### config.mk
export PLATFORM = sky130hd
export DESIGN_NAME = quoted_token_scanner
export DESIGN_NICKNAME = d
export VERILOG_FILES = /design/src/sv/qts_pkg.sv /design/src/sv/quoted_token_scanner.sv
export SDC_FILE = /design/constraint.sdc
export NUM_CORES = 1
export LEC_CHECK = 0
export BUFFER_PORTS_ARGS = -buffer_cell sky130_fd_sc_hd__buf_2
export CORE_ASPECT_RATIO = 1.1
export CORE_MARGIN = 5
export CORE_UTILIZATION = 53
export DETAILED_ROUTE_END_ITERATION = 10
export GPL_ROUTABILITY_DRIVEN = 0
export PLACE_DENSITY = 0.72
export SLEW_MARGIN = 25
export SYNTH_ARGS = -nofsm -noshare
export SYNTH_HDL_FRONTEND = slang
export SYNTH_SLANG_ARGS = --single-unit
### constraint.sdc
create_clock -name clock -period 22.1 [get_ports clock]
set_input_delay 2.21 -clock clock [delete_from_list [all_inputs] [get_ports clock]]
set_output_delay 2.21 -clock clock [all_outputs]
set_load 0.02 [all_outputs]
### src/sv/qts_pkg.sv
package qts_pkg;

   localparam logic [7:0] CHAR_SPACE = 8'h20;
   localparam logic [7:0] CHAR_TAB   = 8'h09;
   localparam logic [7:0] CHAR_CR    = 8'h0D;
   localparam logic [7:0] CHAR_LF    = 8'h0A;
   localparam logic [7:0] CHAR_VT    = 8'h0B;
   localparam logic [7:0] CHAR_FF    = 8'h0C;
   localparam logic [7:0] CHAR_QUOTE = 8'h22;
   localparam logic [7:0] CHAR_PLUS  = 8'h2B;
   localparam logic [7:0] CHAR_MINUS = 8'h2D;
   localparam logic [7:0] CHAR_ZERO  = 8'h30;
   localparam logic [7:0] CHAR_NINE  = 8'h39;
   localparam logic [7:0] CHAR_LOW_A = 8'h61;
   localparam logic [7:0] CHAR_LOW_F = 8'h66;
   localparam logic [7:0] CHAR_UP_A  = 8'h41;
   localparam logic [7:0] CHAR_UP_F  = 8'h46;
   localparam logic [7:0] CHAR_LOW_X = 8'h78;
   localparam logic [7:0] CHAR_UP_X  = 8'h58;

   localparam logic [1:0] KIND_TOKEN_BYTE  = 2'd0;
   localparam logic [1:0] KIND_TOKEN_END   = 2'd1;
   localparam logic [1:0] KIND_END_OF_LINE = 2'd2;
   localparam logic [1:0] KIND_END_OF_TEXT = 2'd3;

   typedef struct packed {
      logic [7:0] text_byte;
      logic       end_of_text;
   } req_payload_type;

   typedef struct packed {
      logic [1:0]         event_kind;
      logic [7:0]         token_byte;
      logic [15:0]        line_number;
      logic [15:0]        column_number;
      logic signed [31:0] decimal_value;
      logic               decimal_valid;
      logic signed [31:0] hex_value;
      logic               hex_valid;
      logic               last_of_run;
   } rsp_payload_type;

endpackage

### src/sv/quoted_token_scanner.sv
// Latency: a result is offered in the cycle after its byte is taken.
// Throughput: one byte per cycle unless the result side stalls; a byte that causes two
// results (token end then end of line or end of text) holds the request side until its
// first result leaves a two-entry result buffer that drains one transfer per cycle.
// Reset: synchronous; clears the token state, sets line and column to 1 and
// empties the result buffer.
module quoted_token_scanner #(
   parameter int POSITION_BITS = 16
) (
   input  logic                     clock,
   input  logic                     reset,
   input  logic                     req_valid,
   output logic                     req_stall,
   input  qts_pkg::req_payload_type req_payload,
   output logic                     rsp_valid,
   input  logic                     rsp_stall,
   output qts_pkg::rsp_payload_type rsp_payload
);

   // Phases of the two number readers, following scanf conversion rules.
   typedef enum logic [2:0] {
      DEC_START, DEC_PLUS, DEC_MINUS, DEC_DIG_POS, DEC_DIG_NEG,
      DEC_FAIL, DEC_STOP_POS, DEC_STOP_NEG
   } dec_phase_type;

   typedef enum logic [3:0] {
      HEX_START, HEX_PLUS, HEX_MINUS, HEX_ZERO_POS, HEX_ZERO_NEG,
      HEX_X_POS, HEX_X_NEG, HEX_DIG_POS, HEX_DIG_NEG, HEX_FAIL,
      HEX_STOP_POS, HEX_STOP_NEG
   } hex_phase_type;

   localparam logic [POSITION_BITS-1:0] POS_ONE = POSITION_BITS'(1);
   localparam logic [POSITION_BITS-1:0] POS_MAX = '1;

   // Token and position state.
   logic                     token_open_ff, token_open_in;
   logic                     token_empty_ff, token_empty_in;
   logic                     quoting_ff, quoting_in;
   logic                     quote_pending_ff, quote_pending_in;
   logic [POSITION_BITS-1:0] line_ff, line_in;
   logic [POSITION_BITS-1:0] column_ff, column_in;
   logic [31:0]              dec_acc_ff, dec_acc_in;
   dec_phase_type            dec_phase_ff, dec_phase_in;
   logic [31:0]              hex_acc_ff, hex_acc_in;
   hex_phase_type            hex_phase_ff, hex_phase_in;

   // Result buffer: slot 0 is the head that the result port shows.
   qts_pkg::rsp_payload_type slot0_ff, slot0_in;
   qts_pkg::rsp_payload_type slot1_ff, slot1_in;
   logic [1:0]               count_ff, count_in;

   // Results of the current byte.
   qts_pkg::rsp_payload_type res0, res1;
   logic [1:0]               res_count;

   logic                     req_accept;
   logic                     rsp_accept;
   logic [15:0]              line_out;
   logic [15:0]              column_out;
   logic [31:0]              line_wide;
   logic [31:0]              column_wide;

   function automatic logic [POSITION_BITS-1:0] sat_inc(input logic [POSITION_BITS-1:0] v);
      return (v == POS_MAX) ? v : v + POS_ONE;
   endfunction

   function automatic logic is_space(input logic [7:0] c);
      return (c == qts_pkg::CHAR_SPACE) || (c == qts_pkg::CHAR_TAB) ||
             (c == qts_pkg::CHAR_CR) || (c == qts_pkg::CHAR_LF) ||
             (c == qts_pkg::CHAR_VT) || (c == qts_pkg::CHAR_FF);
   endfunction

   // Bit 4 flags a hexadecimal digit, bits 3:0 carry its value.
   function automatic logic [4:0] hex_digit(input logic [7:0] c);
      logic [7:0] d;
      d = 8'd0;
      if (c >= qts_pkg::CHAR_ZERO && c <= qts_pkg::CHAR_NINE) begin
         d = c - qts_pkg::CHAR_ZERO;
         return {1'b1, d[3:0]};
      end
      if (c >= qts_pkg::CHAR_LOW_A && c <= qts_pkg::CHAR_LOW_F) begin
         d = c - qts_pkg::CHAR_LOW_A + 8'd10;
         return {1'b1, d[3:0]};
      end
      if (c >= qts_pkg::CHAR_UP_A && c <= qts_pkg::CHAR_UP_F) begin
         d = c - qts_pkg::CHAR_UP_A + 8'd10;
         return {1'b1, d[3:0]};
      end
      return 5'd0;
   endfunction

   function automatic qts_pkg::rsp_payload_type make_event(input logic [1:0] kind,
                                                           input logic [7:0] byte_val,
                                                           input logic [15:0] line_val,
                                                           input logic [15:0] column_val);
      qts_pkg::rsp_payload_type r;
      r = '0;
      r.event_kind    = kind;
      r.token_byte    = byte_val;
      r.line_number   = line_val;
      r.column_number = column_val;
      return r;
   endfunction

   // Token end: the sign is applied only now, from the phase the reader stopped in.
   function automatic qts_pkg::rsp_payload_type make_token_end(input dec_phase_type dp,
                                                               input logic [31:0] dacc,
                                                               input hex_phase_type hp,
                                                               input logic [31:0] hacc,
                                                               input logic [15:0] line_val,
                                                               input logic [15:0] column_val);
      qts_pkg::rsp_payload_type r;
      logic dv, dn, hv, hn;
      r  = make_event(qts_pkg::KIND_TOKEN_END, 8'd0, line_val, column_val);
      dv = (dp == DEC_DIG_POS) || (dp == DEC_DIG_NEG) ||
           (dp == DEC_STOP_POS) || (dp == DEC_STOP_NEG);
      dn = (dp == DEC_DIG_NEG) || (dp == DEC_STOP_NEG);
      hv = (hp == HEX_ZERO_POS) || (hp == HEX_ZERO_NEG) || (hp == HEX_X_POS) ||
           (hp == HEX_X_NEG) || (hp == HEX_DIG_POS) || (hp == HEX_DIG_NEG) ||
           (hp == HEX_STOP_POS) || (hp == HEX_STOP_NEG);
      hn = (hp == HEX_ZERO_NEG) || (hp == HEX_X_NEG) || (hp == HEX_DIG_NEG) ||
           (hp == HEX_STOP_NEG);
      r.decimal_valid = dv;
      r.hex_valid     = hv;
      r.decimal_value = dv ? (dn ? 32'd0 - dacc : dacc) : 32'd0;
      r.hex_value     = hv ? (hn ? 32'd0 - hacc : hacc) : 32'd0;
      return r;
   endfunction

   // The buffer takes a byte only when it will be empty at this edge, so both
   // results of a byte always fit.
   assign rsp_valid   = (count_ff != 2'd0);
   assign rsp_payload = slot0_ff;
   assign rsp_accept  = rsp_valid && !rsp_stall;
   assign req_stall   = !((count_ff == 2'd0) || ((count_ff == 2'd1) && !rsp_stall));
   assign req_accept  = req_valid && !req_stall;

   assign line_wide   = 32'(line_ff);
   assign column_wide = 32'(column_ff);
   assign line_out    = line_wide[15:0];
   assign column_out  = column_wide[15:0];

   // Next token state and the results of the byte at the request port.
   always_comb begin
      logic [7:0] c;
      logic       t_empty, t_quoting, t_pending, add;
      logic [31:0] t_dacc, t_hacc;
      dec_phase_type t_dph;
      hex_phase_type t_hph;
      logic       dig;
      logic [3:0] dval;
      logic [4:0] hd;

      c         = req_payload.text_byte;
      dig       = (c >= qts_pkg::CHAR_ZERO) && (c <= qts_pkg::CHAR_NINE);
      dval      = c[3:0];
      hd        = hex_digit(c);
      add       = 1'b0;
      t_empty   = token_empty_ff;
      t_quoting = quoting_ff;
      t_pending = quote_pending_ff;
      t_dacc    = dec_acc_ff;
      t_hacc    = hex_acc_ff;
      t_dph     = dec_phase_ff;
      t_hph     = hex_phase_ff;

      token_open_in    = token_open_ff;
      token_empty_in   = token_empty_ff;
      quoting_in       = quoting_ff;
      quote_pending_in = quote_pending_ff;
      line_in          = line_ff;
      column_in        = column_ff;
      dec_acc_in       = dec_acc_ff;
      dec_phase_in     = dec_phase_ff;
      hex_acc_in       = hex_acc_ff;
      hex_phase_in     = hex_phase_ff;
      res0             = '0;
      res1             = '0;
      res_count        = 2'd0;

      if (req_payload.end_of_text) begin
         // An open token ends first; then everything returns to its reset values.
         if (token_open_ff) begin
            res0 = make_token_end(dec_phase_ff, dec_acc_ff, hex_phase_ff, hex_acc_ff,
                                  line_out, column_out);
            res1 = make_event(qts_pkg::KIND_END_OF_TEXT, 8'd0, line_out, column_out);
            res1.last_of_run = 1'b1;
            res_count = 2'd2;
         end else begin
            res0 = make_event(qts_pkg::KIND_END_OF_TEXT, 8'd0, line_out, column_out);
            res0.last_of_run = 1'b1;
            res_count = 2'd1;
         end
         token_open_in    = 1'b0;
         token_empty_in   = 1'b1;
         quoting_in       = 1'b0;
         quote_pending_in = 1'b0;
         line_in          = POS_ONE;
         column_in        = POS_ONE;
         dec_acc_in       = 32'd0;
         dec_phase_in     = DEC_START;
         hex_acc_in       = 32'd0;
         hex_phase_in     = HEX_START;
      end else if (!token_open_ff && ((c == qts_pkg::CHAR_SPACE) ||
                   (c == qts_pkg::CHAR_TAB) || (c == qts_pkg::CHAR_CR))) begin
         // Separator between tokens: only the column moves.
         column_in = sat_inc(column_ff);
      end else if (!token_open_ff && (c == qts_pkg::CHAR_LF)) begin
         res0 = make_event(qts_pkg::KIND_END_OF_LINE, 8'd0, line_out, column_out);
         res0.last_of_run = 1'b1;
         res_count = 2'd1;
         line_in   = sat_inc(line_ff);
         column_in = POS_ONE;
      end else begin
         // A byte that opens a token starts from a clean token state.
         if (!token_open_ff) begin
            t_empty   = 1'b1;
            t_quoting = 1'b0;
            t_pending = 1'b0;
            t_dacc    = 32'd0;
            t_hacc    = 32'd0;
            t_dph     = DEC_START;
            t_hph     = HEX_START;
         end
         token_open_in = 1'b1;

         // A lone quote inside quoting followed by anything else closes quoting.
         if (t_quoting && t_pending && (c != qts_pkg::CHAR_QUOTE)) begin
            t_quoting = 1'b0;
            t_pending = 1'b0;
         end

         if (((c == qts_pkg::CHAR_SPACE) && !t_quoting) || (c == qts_pkg::CHAR_TAB) ||
             (c == qts_pkg::CHAR_CR) || (c == qts_pkg::CHAR_LF)) begin
            res0 = make_token_end(t_dph, t_dacc, t_hph, t_hacc, line_out, column_out);
            token_open_in    = 1'b0;
            token_empty_in   = 1'b1;
            quoting_in       = 1'b0;
            quote_pending_in = 1'b0;
            dec_acc_in       = 32'd0;
            dec_phase_in     = DEC_START;
            hex_acc_in       = 32'd0;
            hex_phase_in     = HEX_START;
            if (c == qts_pkg::CHAR_LF) begin
               res1 = make_event(qts_pkg::KIND_END_OF_LINE, 8'd0, line_out, column_out);
               res1.last_of_run = 1'b1;
               res_count = 2'd2;
               line_in   = sat_inc(line_ff);
               column_in = POS_ONE;
            end else begin
               res0.last_of_run = 1'b1;
               res_count = 2'd1;
               column_in = sat_inc(column_ff);
            end
         end else begin
            if (c == qts_pkg::CHAR_QUOTE) begin
               if (!t_quoting && t_empty) begin
                  t_quoting = 1'b1;
               end else if (t_pending) begin
                  add       = 1'b1;
                  t_pending = 1'b0;
               end else begin
                  t_pending = 1'b1;
               end
            end else begin
               t_pending = 1'b0;
               add       = 1'b1;
            end

            if (add) begin
               t_empty = 1'b0;

               unique case (t_dph)
                  DEC_START: begin
                     if (!is_space(c)) begin
                        if (c == qts_pkg::CHAR_PLUS) begin
                           t_dph = DEC_PLUS;
                        end else if (c == qts_pkg::CHAR_MINUS) begin
                           t_dph = DEC_MINUS;
                        end else if (dig) begin
                           t_dacc = 32'(dval);
                           t_dph  = DEC_DIG_POS;
                        end else begin
                           t_dph = DEC_FAIL;
                        end
                     end
                  end
                  DEC_PLUS, DEC_MINUS: begin
                     if (dig) begin
                        t_dacc = 32'(dval);
                        t_dph  = (t_dph == DEC_PLUS) ? DEC_DIG_POS : DEC_DIG_NEG;
                     end else begin
                        t_dph = DEC_FAIL;
                     end
                  end
                  DEC_DIG_POS, DEC_DIG_NEG: begin
                     if (dig) begin
                        t_dacc = (t_dacc << 3) + (t_dacc << 1) + 32'(dval);
                     end else begin
                        t_dph = (t_dph == DEC_DIG_POS) ? DEC_STOP_POS : DEC_STOP_NEG;
                     end
                  end
                  default: begin
                  end
               endcase

               unique case (t_hph)
                  HEX_START: begin
                     if (!is_space(c)) begin
                        if (c == qts_pkg::CHAR_PLUS) begin
                           t_hph = HEX_PLUS;
                        end else if (c == qts_pkg::CHAR_MINUS) begin
                           t_hph = HEX_MINUS;
                        end else if (c == qts_pkg::CHAR_ZERO) begin
                           t_hacc = 32'd0;
                           t_hph  = HEX_ZERO_POS;
                        end else if (hd[4]) begin
                           t_hacc = 32'(hd[3:0]);
                           t_hph  = HEX_DIG_POS;
                        end else begin
                           t_hph = HEX_FAIL;
                        end
                     end
                  end
                  HEX_PLUS, HEX_MINUS: begin
                     if (c == qts_pkg::CHAR_ZERO) begin
                        t_hacc = 32'd0;
                        t_hph  = (t_hph == HEX_PLUS) ? HEX_ZERO_POS : HEX_ZERO_NEG;
                     end else if (hd[4]) begin
                        t_hacc = 32'(hd[3:0]);
                        t_hph  = (t_hph == HEX_PLUS) ? HEX_DIG_POS : HEX_DIG_NEG;
                     end else begin
                        t_hph = HEX_FAIL;
                     end
                  end
                  HEX_ZERO_POS, HEX_ZERO_NEG: begin
                     if ((c == qts_pkg::CHAR_LOW_X) || (c == qts_pkg::CHAR_UP_X)) begin
                        t_hph = (t_hph == HEX_ZERO_POS) ? HEX_X_POS : HEX_X_NEG;
                     end else if (hd[4]) begin
                        t_hacc = {t_hacc[27:0], hd[3:0]};
                        t_hph  = (t_hph == HEX_ZERO_POS) ? HEX_DIG_POS : HEX_DIG_NEG;
                     end else begin
                        t_hph = (t_hph == HEX_ZERO_POS) ? HEX_STOP_POS : HEX_STOP_NEG;
                     end
                  end
                  HEX_X_POS, HEX_X_NEG: begin
                     if (hd[4]) begin
                        t_hacc = {t_hacc[27:0], hd[3:0]};
                        t_hph  = (t_hph == HEX_X_POS) ? HEX_DIG_POS : HEX_DIG_NEG;
                     end else begin
                        t_hph = (t_hph == HEX_X_POS) ? HEX_STOP_POS : HEX_STOP_NEG;
                     end
                  end
                  HEX_DIG_POS, HEX_DIG_NEG: begin
                     if (hd[4]) begin
                        t_hacc = {t_hacc[27:0], hd[3:0]};
                     end else begin
                        t_hph = (t_hph == HEX_DIG_POS) ? HEX_STOP_POS : HEX_STOP_NEG;
                     end
                  end
                  default: begin
                  end
               endcase

               res0 = make_event(qts_pkg::KIND_TOKEN_BYTE, c, line_out, column_out);
               res0.last_of_run = 1'b1;
               res_count = 2'd1;
            end

            token_empty_in   = t_empty;
            quoting_in       = t_quoting;
            quote_pending_in = t_pending;
            dec_acc_in       = t_dacc;
            dec_phase_in     = t_dph;
            hex_acc_in       = t_hacc;
            hex_phase_in     = t_hph;
            column_in        = sat_inc(column_ff);
         end
      end
   end

   // Result buffer: a taken byte loads its results, otherwise a transfer shifts.
   always_comb begin
      slot0_in = slot0_ff;
      slot1_in = slot1_ff;
      count_in = count_ff;
      if (req_accept) begin
         slot0_in = res0;
         slot1_in = res1;
         count_in = res_count;
      end else if (rsp_accept) begin
         slot0_in = slot1_ff;
         count_in = count_ff - 2'd1;
      end
   end

   always_ff @(posedge clock) begin
      slot0_ff <= slot0_in;
      slot1_ff <= slot1_in;
      if (reset) begin
         token_open_ff    <= 1'b0;
         token_empty_ff   <= 1'b1;
         quoting_ff       <= 1'b0;
         quote_pending_ff <= 1'b0;
         line_ff          <= POS_ONE;
         column_ff        <= POS_ONE;
         dec_acc_ff       <= 32'd0;
         dec_phase_ff     <= DEC_START;
         hex_acc_ff       <= 32'd0;
         hex_phase_ff     <= HEX_START;
         count_ff         <= 2'd0;
      end else begin
         count_ff <= count_in;
         if (req_accept) begin
            token_open_ff    <= token_open_in;
            token_empty_ff   <= token_empty_in;
            quoting_ff       <= quoting_in;
            quote_pending_ff <= quote_pending_in;
            line_ff          <= line_in;
            column_ff        <= column_in;
            dec_acc_ff       <= dec_acc_in;
            dec_phase_ff     <= dec_phase_in;
            hex_acc_ff       <= hex_acc_in;
            hex_phase_ff     <= hex_phase_in;
         end
      end
   end

   // The buffer never holds more than the two results of one byte.
   assert property (@(posedge clock) disable iff (reset) count_ff != 2'd3)
      else $error("result buffer over two entries");

   // A byte with two results fills the buffer at the next edge.
   assert property (@(posedge clock) disable iff (reset)
      req_accept && (res_count == 2'd2) |=> (count_ff == 2'd2))
      else $error("second result of a byte lost");

   // End of text returns the scanner to its reset position.
   assert property (@(posedge clock) disable iff (reset)
      req_accept && req_payload.end_of_text |=>
         !token_open_ff && (line_ff == POS_ONE) && (column_ff == POS_ONE))
      else $error("end of text did not clear the scanner");

   // Only a token end carries number readings.
   assert property (@(posedge clock) disable iff (reset)
      rsp_valid && (rsp_payload.event_kind != qts_pkg::KIND_TOKEN_END) |->
         !rsp_payload.decimal_valid && !rsp_payload.hex_valid &&
         (rsp_payload.decimal_value == 32'sd0) && (rsp_payload.hex_value == 32'sd0))
      else $error("number reading on a non token-end result");

   // A token byte is never a tab, line feed or carriage return, which end a token even inside quoting.
   assert property (@(posedge clock) disable iff (reset)
      rsp_valid && (rsp_payload.event_kind == qts_pkg::KIND_TOKEN_BYTE) |->
         (rsp_payload.token_byte != qts_pkg::CHAR_TAB) &&
         (rsp_payload.token_byte != qts_pkg::CHAR_LF) &&
         (rsp_payload.token_byte != qts_pkg::CHAR_CR))
      else $error("separator reported as token byte");

endmodule

* Word-level counts from Yosys, hierarchy flattened
Cells that the tools add are included.
** Word-level totals
- Word-level logic and storage cells :: 349
- Input port bits :: 13
- Output and inout port bits :: 111
- Register bits :: 327
** Cells by class
- Order comparisons :: 6
- Reductions and logical operators :: 70
- Equal/unequal tests :: 46
- Add/sub/neg operators :: 14
- Muxes and demuxes :: 184
** Operators with widths (count)
- $mux 109 :: 12
- $mux 32 :: 38
- $mux 16 :: 12
- $pmux 32 s4 :: 1
- $sub 1x32->32 const A :: 4
- $mux 108 :: 1
- $mux 107 :: 1
- $pmux 32 s3 :: 1
- $mux 4 :: 23
- $mux 1 :: 61
- $mux 3 :: 17
- $eq 8x4->1 const B :: 5
- $eq 8x6->1 const B :: 5
- $logic_or 1x1->1 :: 38
- $add 16x1->16 const B :: 2
- $add 32x32->32 :: 1
- $add 32x4->32 :: 1
- $eq 16x16->1 const B :: 2
- $eq 4x3->1 const B :: 8
- $mux 5 :: 6
- $eq 4x4->1 const B :: 6
- $pmux 4 s5 :: 1
- $eq 3x3->1 const B :: 6
- $mux 2 :: 9
- 27 further kinds :: 59

* Logic depth before layout (Yosys ltp)
Gate-level depths: netlist (run 1).
- Depth after elaboration :: 27
- Gate-level depth with buffers :: 18
- Mapped depth without buffers :: 14

* Worst setup path before layout (run 1)
OpenSTA, ideal clock, no wires.
- Path type :: input to register
- From :: input rsp_stall
- To :: register count_ff[0]
- Arrival :: 10.932 ns
- Path slack :: 11.098 ns
- Library setup time :: 0.071 ns
- Buffers on the path :: 0
- Stages on the path :: 5
- Data required time :: 22.029 ns
- Cell sequence :: o21ai_0 inv_1 nor3_1 a21oi_1 a21oi_1
** On the way
- Cells in the longest elaborated chain, start to end :: 5
- Elaborated cells on any way between the ends :: 7
- Those cells by class :: 1 x mux; 6 x reduce/logical
** RTL lines
- from (decl) :: RTL line quoted_token_scanner.sv:16 : input logic rsp_stall,
- $logic_not 1->1 (*) :: RTL line quoted_token_scanner.sv:134, quoted_token_scanner.sv:135
- $logic_and 1x1->1 :: RTL line quoted_token_scanner.sv:135 : assign req_stall = !((count_ff == 2'd0) || ((count_ff == 2'd1) && !rsp_stall));
- $logic_or 1x1->1 :: RTL line quoted_token_scanner.sv:135
- $logic_and 1x1->1 :: RTL line quoted_token_scanner.sv:136 : assign req_accept = req_valid && !req_stall;
- $mux 2 / $reduce_bool 2->1 (equally long branches)
- to (signal assigned) :: RTL line quoted_token_scanner.sv:413 : count_ff <= count_in;
- to (decl) :: RTL line quoted_token_scanner.sv:50 : logic [1:0] count_ff, count_in;
Mark *: on every way between the ends. The rest lies on a longest branch, timed or not.
A chain may end at the register's enable or synchronous reset.

* Worst setup path after layout (run 1)
- From :: input req_payload[1] (netlist bit)
- To :: register dec_acc_ff[30]
** On the way
- Cells in the longest elaborated chain, start to end :: 19
- Elaborated cells on any way between the ends :: 57
- Those cells by class :: 1 x add/sub; 2 x order compare; 12 x eq/ne; 26 x mux; 16 x reduce/logical
** RTL lines
- from (decl) :: RTL line quoted_token_scanner.sv:14 : input qts_pkg::req_payload_type req_payload,
- $ne 8x6->1 :: RTL line quoted_token_scanner.sv:228 : if (t_quoting && t_pending && (c != qts_pkg::CHAR_QUOTE)) begin
- $logic_and 1x1->1 :: RTL line quoted_token_scanner.sv:228
- $mux 1 :: RTL line quoted_token_scanner.sv:228
- $mux 1 :: RTL line quoted_token_scanner.sv:208 : end else if (!token_open_ff && (c == qts_pkg::CHAR_LF)) begin
- $mux 1 :: RTL line quoted_token_scanner.sv:204 : end else if (!token_open_ff && ((c == qts_pkg::CHAR_SPACE) ||
- $mux 1 :: RTL line quoted_token_scanner.sv:181 : if (req_payload.end_of_text) begin
- $logic_not 1->1 :: RTL line quoted_token_scanner.sv:233, quoted_token_scanner.sv:257
- $logic_and 1x1->1 :: RTL line quoted_token_scanner.sv:257 : if (!t_quoting && t_empty) begin
- [3 not listed]
- $mux 1 :: RTL line quoted_token_scanner.sv:208
- $mux 1 :: RTL line quoted_token_scanner.sv:204
- $mux 1 :: RTL line quoted_token_scanner.sv:181
- $mux 32 :: RTL line quoted_token_scanner.sv:270 : if (add) begin
- $mux 32 :: RTL line quoted_token_scanner.sv:233 : if (((c == qts_pkg::CHAR_SPACE) && !t_quoting) || (c == qts_pkg::CHAR_TAB) ||
- $mux 32 :: RTL line quoted_token_scanner.sv:208
- $mux 32 :: RTL line quoted_token_scanner.sv:204
- $mux 32 :: RTL line quoted_token_scanner.sv:181
- to (signal assigned) :: RTL line quoted_token_scanner.sv:421 : dec_acc_ff <= dec_acc_in;
- to (decl) :: RTL line quoted_token_scanner.sv:42 : logic [31:0] dec_acc_ff, dec_acc_in;
Several ways; a longest one is shown, not always the timed one. The select of a mux whose other input is x is not followed.

==> results.py, run 1 <==
metrics = {
    "power_and_ir_drop": {
        "p_int_mw": 1.05,
        "p_leak_nw": 6.66,
        "switchingPower_mw": 0.571,
        "p_per_area_mw_per_mm2": 95.0,
        "ir_worst_vdd_uv": 257,
        "clkPwrFrac": 0.292,
        "pwr-share-seq": 0.423,
        "comb_power_share": 0.285,
        "switching_share": 0.353,
    },
    "outcome": {
        "status": "finished, final reports clean",
    },
    "worst_setup_path": {
        "crit_slowest_cell": "a31oi_2",
        "cp.arrival_ps": 5680,
        "crit_fanout": 13,
        "worstSetupStartpointType": "input port",
        "required_ps": 22540,
        "critPathKind": "in2reg",
        "slowest_delay_ps": 800,
        "path_cells": "buf_2 -> inv_1 -> ha_1 -> nand2b_1 -> nor3_1 -> o21ai_0 -> a21oi_1 -> ha_1 -> nor4_4 -> a31oi_1 -> nand2_1 -> nand4_1 -> a31oi_2 -> nand2_1 -> o31ai_1",
        "worst_setup_path_end_kind": "register",
    },
    "route": {
        "wl_um": 40600,
        "drt-initial-drc-count": 1522,
        "via_per_inst": 6.28,
        "vias": 13400,
        "ant_nets": 0,
        "drc": 0,
        "drt-pass1-iter-count": 6,
        "wire_per_inst_um": 19.0,
    },
    "timing": {
        "worst_hold_slack_ps": 474,
        "relSlewSlack": 0.328,
        "skew_ps": 26.4,
        "hold_violations": 0,
        "setup_tns_ps": 0,
        "setup_viol": 0,
        "fmax_mhz": 191,
        "drv_slew": 0,
        "tightest_slew_ps": 1010,
        "rsz0062_at_grt": "false",
        "post-route-period-util": 0.237,
        "finalCriticalPeriod_ps": 5240,
    },
    "min_path": {
        "holdCritPathClass": "reg2reg",
    },
    "final_layout": {
        "diodes": 0,
        "fill_cells": 2503,
        "multiInputGateArea_sq_mm": 0.00833,
        "num-nets-final": 1840,
        "mostFrequentLayoutCell": "nor2_1",
        "drive_gt1_frac": 0.133,
        "area_growth_pct": 11.2,
        "final_cell_mix": "nor2_1 (182), edfxtp_1 (143), nand2_1 (137), a21oi_1 (132), buf_2 (123)",
        "regArea_sq_mm": 0.00648,
        "fin_util": 0.595,
    },
    "global_route": {
        "grt.overflow.total": 0,
        "grt_max_degree": 80,
        "grt_pass1_wl_um": 66300,
        "first_global_vias": 12900,
        "grtUsageTotal": 0.245,
        "antenna_found_initial": 0,
    },
    "die": {
        "die_x_um": 172,
        "start_util": 0.536,
        "core_sq_mm": 0.0286,
        "die-area_sq_mm": 0.0324,
        "num_io_pins": 124,
        "die_y_um": 188,
        "num_rows": 65,
    },
    "clock_network": {
        "ctsHoldBuffers": 0,
        "cts_sinks": 252,
        "cts-root-buf": "clkbuf_16",
        "clk_latency_ps": 550,
        "clkTransAtPathRegs_ps": 60,
        "htree_num_levels": 1,
        "post_cts.repair.setup_buffers": 0,
        "cts_tree": "done",
        "cts_buffer_depth": 3,
        "cts_resized": 0,
        "numCtsBuffers": 27,
    },
    "logic_synthesis": {
        "syn_nets": 1776,
        "ys.flop_type": "edfxtp_1",
        "yosys.area.top_type_share": 0.280,
        "synthArstFlopShare": 0,
        "syn-mean-instance-area_sq_um": 9.09,
        "ys_ff_latch": 252,
        "yosys-top-cells-area": "edfxtp_1 (28%), dfxtp_1 (14%), ha_1 (6.2%)",
        "yosysSeqAreaShare": 0.422,
        "yosysUniqueCellTypes": 94,
        "yosys.area.top_type": "edfxtp_1",
        "synth_edf_count": 143,
        "netlist_area_sq_mm": 0.0153,
        "synth_cells": 1686,
        "yosys_warnings": 0,
    },
    "placement": {
        "dp_hpwl_um": 27600,
        "portBuffers": 123,
    },
    "run": {
        "drv_cap": 0,
    },
}
[logic make-up after synthesis]
| logic type | synth area share |
|---|---|
| AO/OA/AOI/OAI | 0.227 |
| buffers and inverters | 0.0359 |
| XOR/XNOR | 0.0474 |
| adder cells (fa/ha/maj) | 0.0633 |
| multiplexers | 0.00335 |
| AND/OR/NAND/NOR | 0.200 |
| flip-flops | 0.422 |
[layout make-up]
cell class	instances	share of cell area
inverters	35	0.00778
well taps	368	0.0270
multi-input cells	1297	0.489
repair buffers	137	0.0423
clock inverters	18	0.0136
clock buffers	32	0.0407
flip-flops and latches	252	0.380
[metrics by stage]
step | setup WS (ps) | cells | total power [mW] | instance area (sq um)
after floorplan | 11100 | 1686 | 1.03 | 15300
after global placement | 16520 | 2089 | 1.15 | 16100
after detailed placement | 16450 | 2089 | 1.16 | 16100
after CTS | 16950 | 2139 | 1.64 | 17000
after global routing | 16590 | 2139 | 1.70 | 17000
final | 16860 | 2139 | 1.62 | 17000
[path summary, 6_finish.rpt]
check | start | endpoint | slack [ps] | cells after the start
worst min-delay path | dec_acc_ff[31]$_SDFFE_PP0P_ | dec_acc_ff[31]$_SDFFE_PP0P_ | 470 | 2
worst max-delay path | req_payload[1] | dec_acc_ff[30]$_SDFFE_PP0P_ | 16860 | 15
worst min register to register | dec_acc_ff[31]$_SDFFE_PP0P_ | dec_acc_ff[31]$_SDFFE_PP0P_ | 470 | 2
worst max register to register | token_open_ff$_SDFFE_PP0P_ | dec_acc_ff[31]$_SDFFE_PP0P_ | 17500 | 14
[state kept, by name (all words and copies together), names as in the netlist]
signal            flops
quote_pending_ff      1
token_empty_ff        1
dec_acc_ff           32
quoting_ff            1
slot1_ff             34
line_ff              16
rsp_payload         109
column_ff            16
hex_phase_ff          4
count_ff              2
dec_phase_ff          3
hex_acc_ff           32
token_open_ff         1
[layer usage]
layer | part of all wire | vias to the layer above | track usage
met4 | 0.037 | 0 | 0.0971
met1 | 0.40 | 6357 | 0.316
met2 | 0.50 | 602 | 0.414
met3 | 0.070 | 116 | 0.0327
li1 | - | 6365 | -
met5 | 0 | - | 0
[worst max-delay path: cells and delay by family]
family	cells	cell delay (ps)
and+or+nand+nor	6	1400
AOI/OAI and AO/OA	5	1310
adders and majority gates	2	490
buffers and inverters	2	260
[power by group through the flow]
stage | Clock [mW] | Sequential, mW | Combinational [mW]
CTS | 0.484 | 0.687 | 0.465
global placement | 0 | 0.692 | 0.458
floorplan | 0 | 0.832 | 0.195
detailed placement | 0 | 0.695 | 0.463
global route | 0.505 | 0.697 | 0.494
finish | 0.474 | 0.685 | 0.461
[synth_stat cells, types with 7 or more instances]
library cell / number
nor2_1: 182
nor4_1: 7
a211o_1: 8
or2_2: 10
ha_1: 76
nor2b_1: 12
a21oi_1: 133
and3_1: 13
xor2_1: 43
inv_1: 34
a21o_1: 24
and2_1: 72
buf_2: 20
a22oi_1: 63
nor3_1: 37
nand3_1: 29
nand4_1: 14
o21ai_0: 89
edfxtp_1: 143
a211oi_1: 20
dfxtp_1: 109
or3_1: 31
nand2_1: 137
or4_1: 8
a22o_1: 34
o31ai_1: 21
xnor2_1: 40
nand2b_1: 15
a21boi_0: 7
a31oi_1: 12
o21a_1: 7
o21bai_1: 9
o21ai_1: 18
o22ai_1: 25
clkbuf_1: 74
(Power assumes the default switching activity.)
==> run 2: changes to the inputs <==
==> constraint.sdc (replaced) <==
create_clock -name clock -period 5.44 [get_ports clock]
set_input_delay 0.544 -clock clock [delete_from_list [all_inputs] [get_ports clock]]
set_output_delay 0.544 -clock clock [all_outputs]
set_load 0.02 [all_outputs]
==> run 2 against run 1 <==
Setup slack worse by 15000 ps. Combinational power grew to 4.1 times the previous value. Sequential share of layout area is 0.078 points lower. Worst hold slack worse by 150 ps. Largest power group unchanged. Via count hardly changed. Global-route usage is 0.14 points lower. Clock power grew to 4.1 times the previous value. Sequential cell count stayed put. Critical path type is now reg2reg. Register-to-register slack worse by 16000 ps. Non-clock buffer count is 3 higher. Cell area is 0.21% higher.
==> results.py, run 2 (same netlist as run 1, synthesis figures left out) <==
metrics = {
    "worst_setup_path": {
        "reg2regPathDepth": 14,
        "worstSetupStartpointType": "register",
        "ff2ff_setup_slack_ps": 1480,
        "rr_endpoint": "dec_acc_ff[29]$_SDFFE_PP0P_",
        "required_ps": 5850,
        "crit_fanout": 14,
        "worst_setup_path_end_kind": "register",
        "rr_startpoint": "token_open_ff$_SDFFE_PP0P_",
        "critPathKind": "reg2reg",
        "cp.arrival_ps": 4360,
    },
    "route": {
        "ant_nets": 0,
        "vias": 13400,
        "via_per_inst": 6.28,
        "drc": 0,
        "drt-initial-drc-count": 1410,
        "wl_um": 40700,
        "wire_per_inst_um": 19.0,
        "drt-pass1-iter-count": 7,
    },
    "clock_network": {
        "post_cts.repair.setup_buffers": 0,
        "cts_resized": 0,
        "htree_num_levels": 1,
        "ctsHoldBuffers": 0,
        "cts_sinks": 252,
        "cts_tree": "done",
        "numCtsBuffers": 27,
        "cts-root-buf": "clkbuf_16",
        "clk_latency_ps": 540,
        "cts_buffer_depth": 3,
        "clkTransAtPathRegs_ps": 60,
    },
    "final_layout": {
        "fin_util": 0.597,
        "final_cell_mix": "nor2_1 (182), edfxtp_1 (143), nand2_1 (137), a21oi_1 (132), buf_2 (123)",
        "drive_gt1_frac": 0.135,
        "area_growth_pct": 11.4,
        "largest_reg_flops": 109,
        "num-nets-final": 1843,
        "diodes": 0,
        "regArea_sq_mm": 0.00648,
        "mostFrequentLayoutCell": "nor2_1",
        "multiInputGateArea_sq_mm": 0.00833,
        "fill_cells": 2481,
    },
    "timing": {
        "setup_viol": 0,
        "setup_tns_ps": 0,
        "relSlewSlack": 0.366,
        "rsz0062_at_grt": "false",
        "tightest_slew_ps": 951,
        "fmax_mhz": 253,
        "drv_slew": 0,
        "post-route-period-util": 0.728,
        "worst_hold_slack_ps": 320,
        "hold_violations": 0,
        "skew_ps": 13.4,
        "finalCriticalPeriod_ps": 3960,
    },
    "global_route": {
        "grt_pass1_wl_um": 65800,
        "first_global_vias": 12900,
        "grtUsageTotal": 0.243,
        "grt.overflow.total": 0,
        "antenna_found_initial": 0,
        "grt_max_degree": 76,
    },
    "power_and_ir_drop": {
        "p_leak_nw": 6.68,
        "p_per_area_mw_per_mm2": 387,
        "ir_worst_vdd_uv": 374,
    },
    "die": {
        "num_rows": 65,
        "die-area_sq_mm": 0.0324,
        "start_util": 0.536,
        "die_y_um": 188,
        "core_sq_mm": 0.0286,
        "num_io_pins": 124,
        "die_x_um": 172,
    },
    "min_path": {
        "holdCritStartpoint": "reset",
        "holdCritPathClass": "in2reg",
        "holdPathStages": 2,
        "min_delay_worst_endpoint": "dec_acc_ff[13]$_SDFFE_PP0P_",
    },
    "outcome": {
        "status": "finished, final reports clean",
    },
    "placement": {
        "portBuffers": 123,
        "dp_hpwl_um": 28500,
    },
    "run": {
        "drv_cap": 0,
    },
}
==> run 2: cell count changes in the layout (fill, tap and decap cells not counted), sizes merged <==
cell,previous run,this run
clkinv,11,6
buf,137,140
clkbuf,32,36
==> run 2: how the worst max path moves through the flow <==
stage	from	end
after floorplan	count_ff[0]$_SDFFE_PP0P_	count_ff[0]$_SDFFE_PP0P_
after global placement	req_payload[1]	dec_acc_ff[28]$_SDFFE_PP0P_
after detailed placement	req_payload[1]	dec_acc_ff[24]$_SDFFE_PP0P_
after CTS	token_open_ff$_SDFFE_PP0P_	dec_acc_ff[29]$_SDFFE_PP0P_
after global routing	token_open_ff$_SDFFE_PP0P_	hex_acc_ff[15]$_SDFFE_PP0P_
final	token_open_ff$_SDFFE_PP0P_	dec_acc_ff[29]$_SDFFE_PP0P_
==> run 2: layout make-up <==
cell class / instances / share of cell area
clock buffers: 36 / 0.0433
well taps: 368 / 0.0270
clock inverters: 13 / 0.0115
flip-flops and latches: 252 / 0.379
multi-input cells: 1297 / 0.488
inverters: 35 / 0.00769
repair buffers: 140 / 0.0435
==> run 2: metal layers <==
metal | up-vias | GRT usage | part of all wire
met3 | 133 | 0.0292 | 0.068
met1 | 6330 | 0.310 | 0.40
met5 | - | 0 | 0
met4 | 0 | 0.100 | 0.041
met2 | 597 | 0.416 | 0.49
li1 | 6376 | - | -
==> run 2: power breakdown <==
part           switching [mW]  internal, mW
logic                    1.39         0.494
clock network           0.754          1.19
registers               0.160          2.62
total                    2.31          4.30
==> run 2: worst max-delay path, cell delays in order, from the launching register on <==
cell	delay (ps)
dfxtp_2	380
inv_1	270
buf_4	300
nor2_1	110
ha_1	190
a31o_2	210
ha_1	340
nand3_1	90
o211ai_1	330
a41oi_1	360
a2111o_1	510
a41o_1	310
o21bai_1	220
xnor2_1	140
o21ai_1	70
==> run 2: metrics by stage <==
stage                     instance area, sq um  power [mW]  instances  worst slack, ps
after floorplan                          15300        4.08       1686             1190
after global placement                   16100        4.68       2092             1590
after detailed placement                 16100        4.72       2092             1470
after CTS                                17100        6.66       2141             1590
after global routing                     17100        6.91       2141             1250
final                                    17100        6.61       2141             1480
==> run 3: changes to the inputs <==
--- a/config.mk
+++ b/config.mk
@@ -11,7 +11,7 @@
 export CORE_UTILIZATION = 53
 export DETAILED_ROUTE_END_ITERATION = 10
 export GPL_ROUTABILITY_DRIVEN = 0
-export PLACE_DENSITY = 0.72
+export PLACE_DENSITY = 0.75
 export SLEW_MARGIN = 25
 export SYNTH_ARGS = -nofsm -noshare
 export SYNTH_HDL_FRONTEND = slang
==> constraint.sdc (replaced) <==
create_clock -name clock -period 3.49 [get_ports clock]
set_input_delay 0.349 -clock clock [delete_from_list [all_inputs] [get_ports clock]]
set_output_delay 0.349 -clock clock [all_outputs]
set_load 0.02 [all_outputs]
==> run 3 against run 2 <==
Die area is the same. Combinational power up 61%. Sequential cell count is the same. Fmax rose by 18%. Highest routed layer unchanged.
==> results.py, run 3 (same netlist as run 1, synthesis figures left out) <==
metrics = {
    "final_layout": {
        "largest_reg_flops": 109,
        "diodes": 0,
        "drive_gt1_frac": 0.172,
        "area_growth_pct": 14.9,
        "mostFrequentLayoutCell": "nor2_1",
        "fill_cells": 2434,
        "final_area_sq_mm": 0.0176,
        "num-nets-final": 1911,
        "fin_util": 0.615,
        "final_cell_mix": "nor2_1 (182), edfxtp_1 (143), nand2_1 (137), a21oi_1 (131), buf_2 (123)",
    },
    "power_and_ir_drop": {
        "p_leak_nw": 6.99,
        "clkPwrFrac": 0.276,
        "ir_worst_vdd_uv": 783,
        "pwr-share-seq": 0.424,
        "power_mw": 10.2,
        "p_per_area_mw_per_mm2": 577,
        "switching_share": 0.354,
        "p_int_mw": 6.57,
        "comb_power_share": 0.301,
        "switchingPower_mw": 3.59,
    },
    "outcome": {
        "status": "finished, final reports clean",
    },
    "route": {
        "ant_nets": 0,
        "wl_um": 40900,
        "drt-initial-drc-count": 1277,
        "drc": 0,
        "vias": 13700,
        "via_per_inst": 6.20,
        "wire_per_inst_um": 18.5,
        "drt-pass1-iter-count": 7,
    },
    "worst_setup_path": {
        "path_cells": "buf_4 -> and2_1 -> ha_1 -> ha_1 -> and4_1 -> a221o_1 -> a41oi_2 -> buf_4 -> nor2_1 -> a221o_1 -> a21oi_2 -> xor2_1 -> o21ai_1",
        "cp_top_family": "compound AO/OA/AOI/OAI gates",
        "worstSetupStartpointType": "register",
        "crit_fanout": 29,
        "critPathBufInv": 2,
        "slowest_delay_ps": 380,
        "crit_slowest_cell": "dfxtp_2",
        "cp.arrival_ps": 3770,
        "critPathKind": "reg2reg",
        "required_ps": 3910,
        "worst_setup_path_end_kind": "register",
    },
    "timing": {
        "relSlewSlack": 0.345,
        "setup_tns_ps": 0,
        "hold_violations": 0,
        "tightest_slew_ps": 980,
        "skew_ps": 11.9,
        "post-route-period-util": 0.960,
        "finalCriticalPeriod_ps": 3350,
        "setup_ws_ps": 141,
        "drv_slew": 0,
        "fmax_mhz": 299,
        "setup_viol": 0,
    },
    "placement": {
        "dp_hpwl_um": 29300,
        "portBuffers": 123,
        "pre_cts_slack_ps": 1.64,
        "placed_area_sq_mm": 0.0167,
    },
    "global_route": {
        "grtUsageTotal": 0.245,
        "antenna_found_initial": 0,
        "grt.overflow.total": 0,
        "first_global_vias": 13100,
        "grt_max_degree": 60,
        "grt_pass1_wl_um": 66500,
    },
    "die": {
        "num_rows": 65,
        "core_sq_mm": 0.0286,
        "num_io_pins": 124,
        "die_y_um": 188,
        "die-area_sq_mm": 0.0324,
        "die_x_um": 172,
        "start_util": 0.536,
    },
    "clock_network": {
        "ctsHoldBuffers": 0,
        "htree_num_levels": 1,
        "numCtsBuffers": 26,
        "cts_buffer_depth": 3,
        "cts_sinks": 252,
        "clkTransAtPathRegs_ps": 70,
        "cts_tree": "done",
        "cts-root-buf": "clkbuf_16",
        "clk_latency_ps": 540,
    },
    "run": {
        "drv_cap": 0,
    },
    "min_path": {
        "holdCritPathClass": "in2reg",
    },
}
## run 3: cell types whose count changed in the layout (fill, tap and decap cells not counted), sizes merged
cell,delta
clkinv,+3
clkinvlp,+2
clkbuf,-2
bufinv,-4
buf,+69
## run 3: area by class of cell
type | count | area (sq um) | share of cell area
inverter | 35 | 131 | 0.00746
sequential | 252 | 6480 | 0.368
clock buffer | 34 | 764 | 0.0434
timing repair buffer | 209 | 1290 | 0.0730
clock inverter | 14 | 110 | 0.00625
tap | 368 | 460 | 0.0261
multi-input combinational | 1297 | 8390 | 0.476
## run 3: timing repair
item	in CTS	in global routing
endpoints found under the hold margin	0	0
setup buffers	0	0
setup endpoints to repair	0	2
gates resized for setup	0	1
## run 3: layer usage
metal  GRT usage  vias up  share of wire
li1            -     6509              -
met1       0.315     6505           0.41
met2       0.419      540           0.49
met3      0.0277      136          0.061
met4      0.0986        0          0.042
met5           0        -              0
## run 3: per-stage QoR
stage          std cells  hold WS, ps
2_1_floorplan       1686          445
3_5_place_dp        2161          476
5_1_grt             2209          160
6_report            2209          137
4_1_cts             2209          128
3_3_place_gp        2161          463
## run 3: final timing paths
check	slack (ps)	startpoint	cells past startpoint	to
max	140	token_open_ff$_SDFFE_PP0P_	13	dec_acc_ff[21]$_SDFFE_PP0P_
min reg2reg	470	dec_acc_ff[31]$_SDFFE_PP0P_	2	dec_acc_ff[31]$_SDFFE_PP0P_
min	140	req_payload[1]	3	dec_acc_ff[0]$_SDFFE_PP0P_
max reg2reg	140	token_open_ff$_SDFFE_PP0P_	13	dec_acc_ff[21]$_SDFFE_PP0P_
## run 3: power groups by stage
| stage | clock, mW | combinational (mW) | sequential (mW) |
|---|---|---|---|
| floorplan | 0 | 1.26 | 5.09 |
| global placement | 0 | 3.02 | 4.35 |
| detailed placement | 0 | 3.06 | 4.37 |
| CTS | 2.84 | 3.07 | 4.32 |
| global route | 2.99 | 3.27 | 4.37 |
| finish | 2.80 | 3.05 | 4.31 |
## run 3: tightest hold or removal path: cells and delay by family
kind                   cells  cell delay, ps
AO/OA/AOI/OAI              1              80
buffers and inverters      1             130
AND/OR/NAND/NOR            1              80
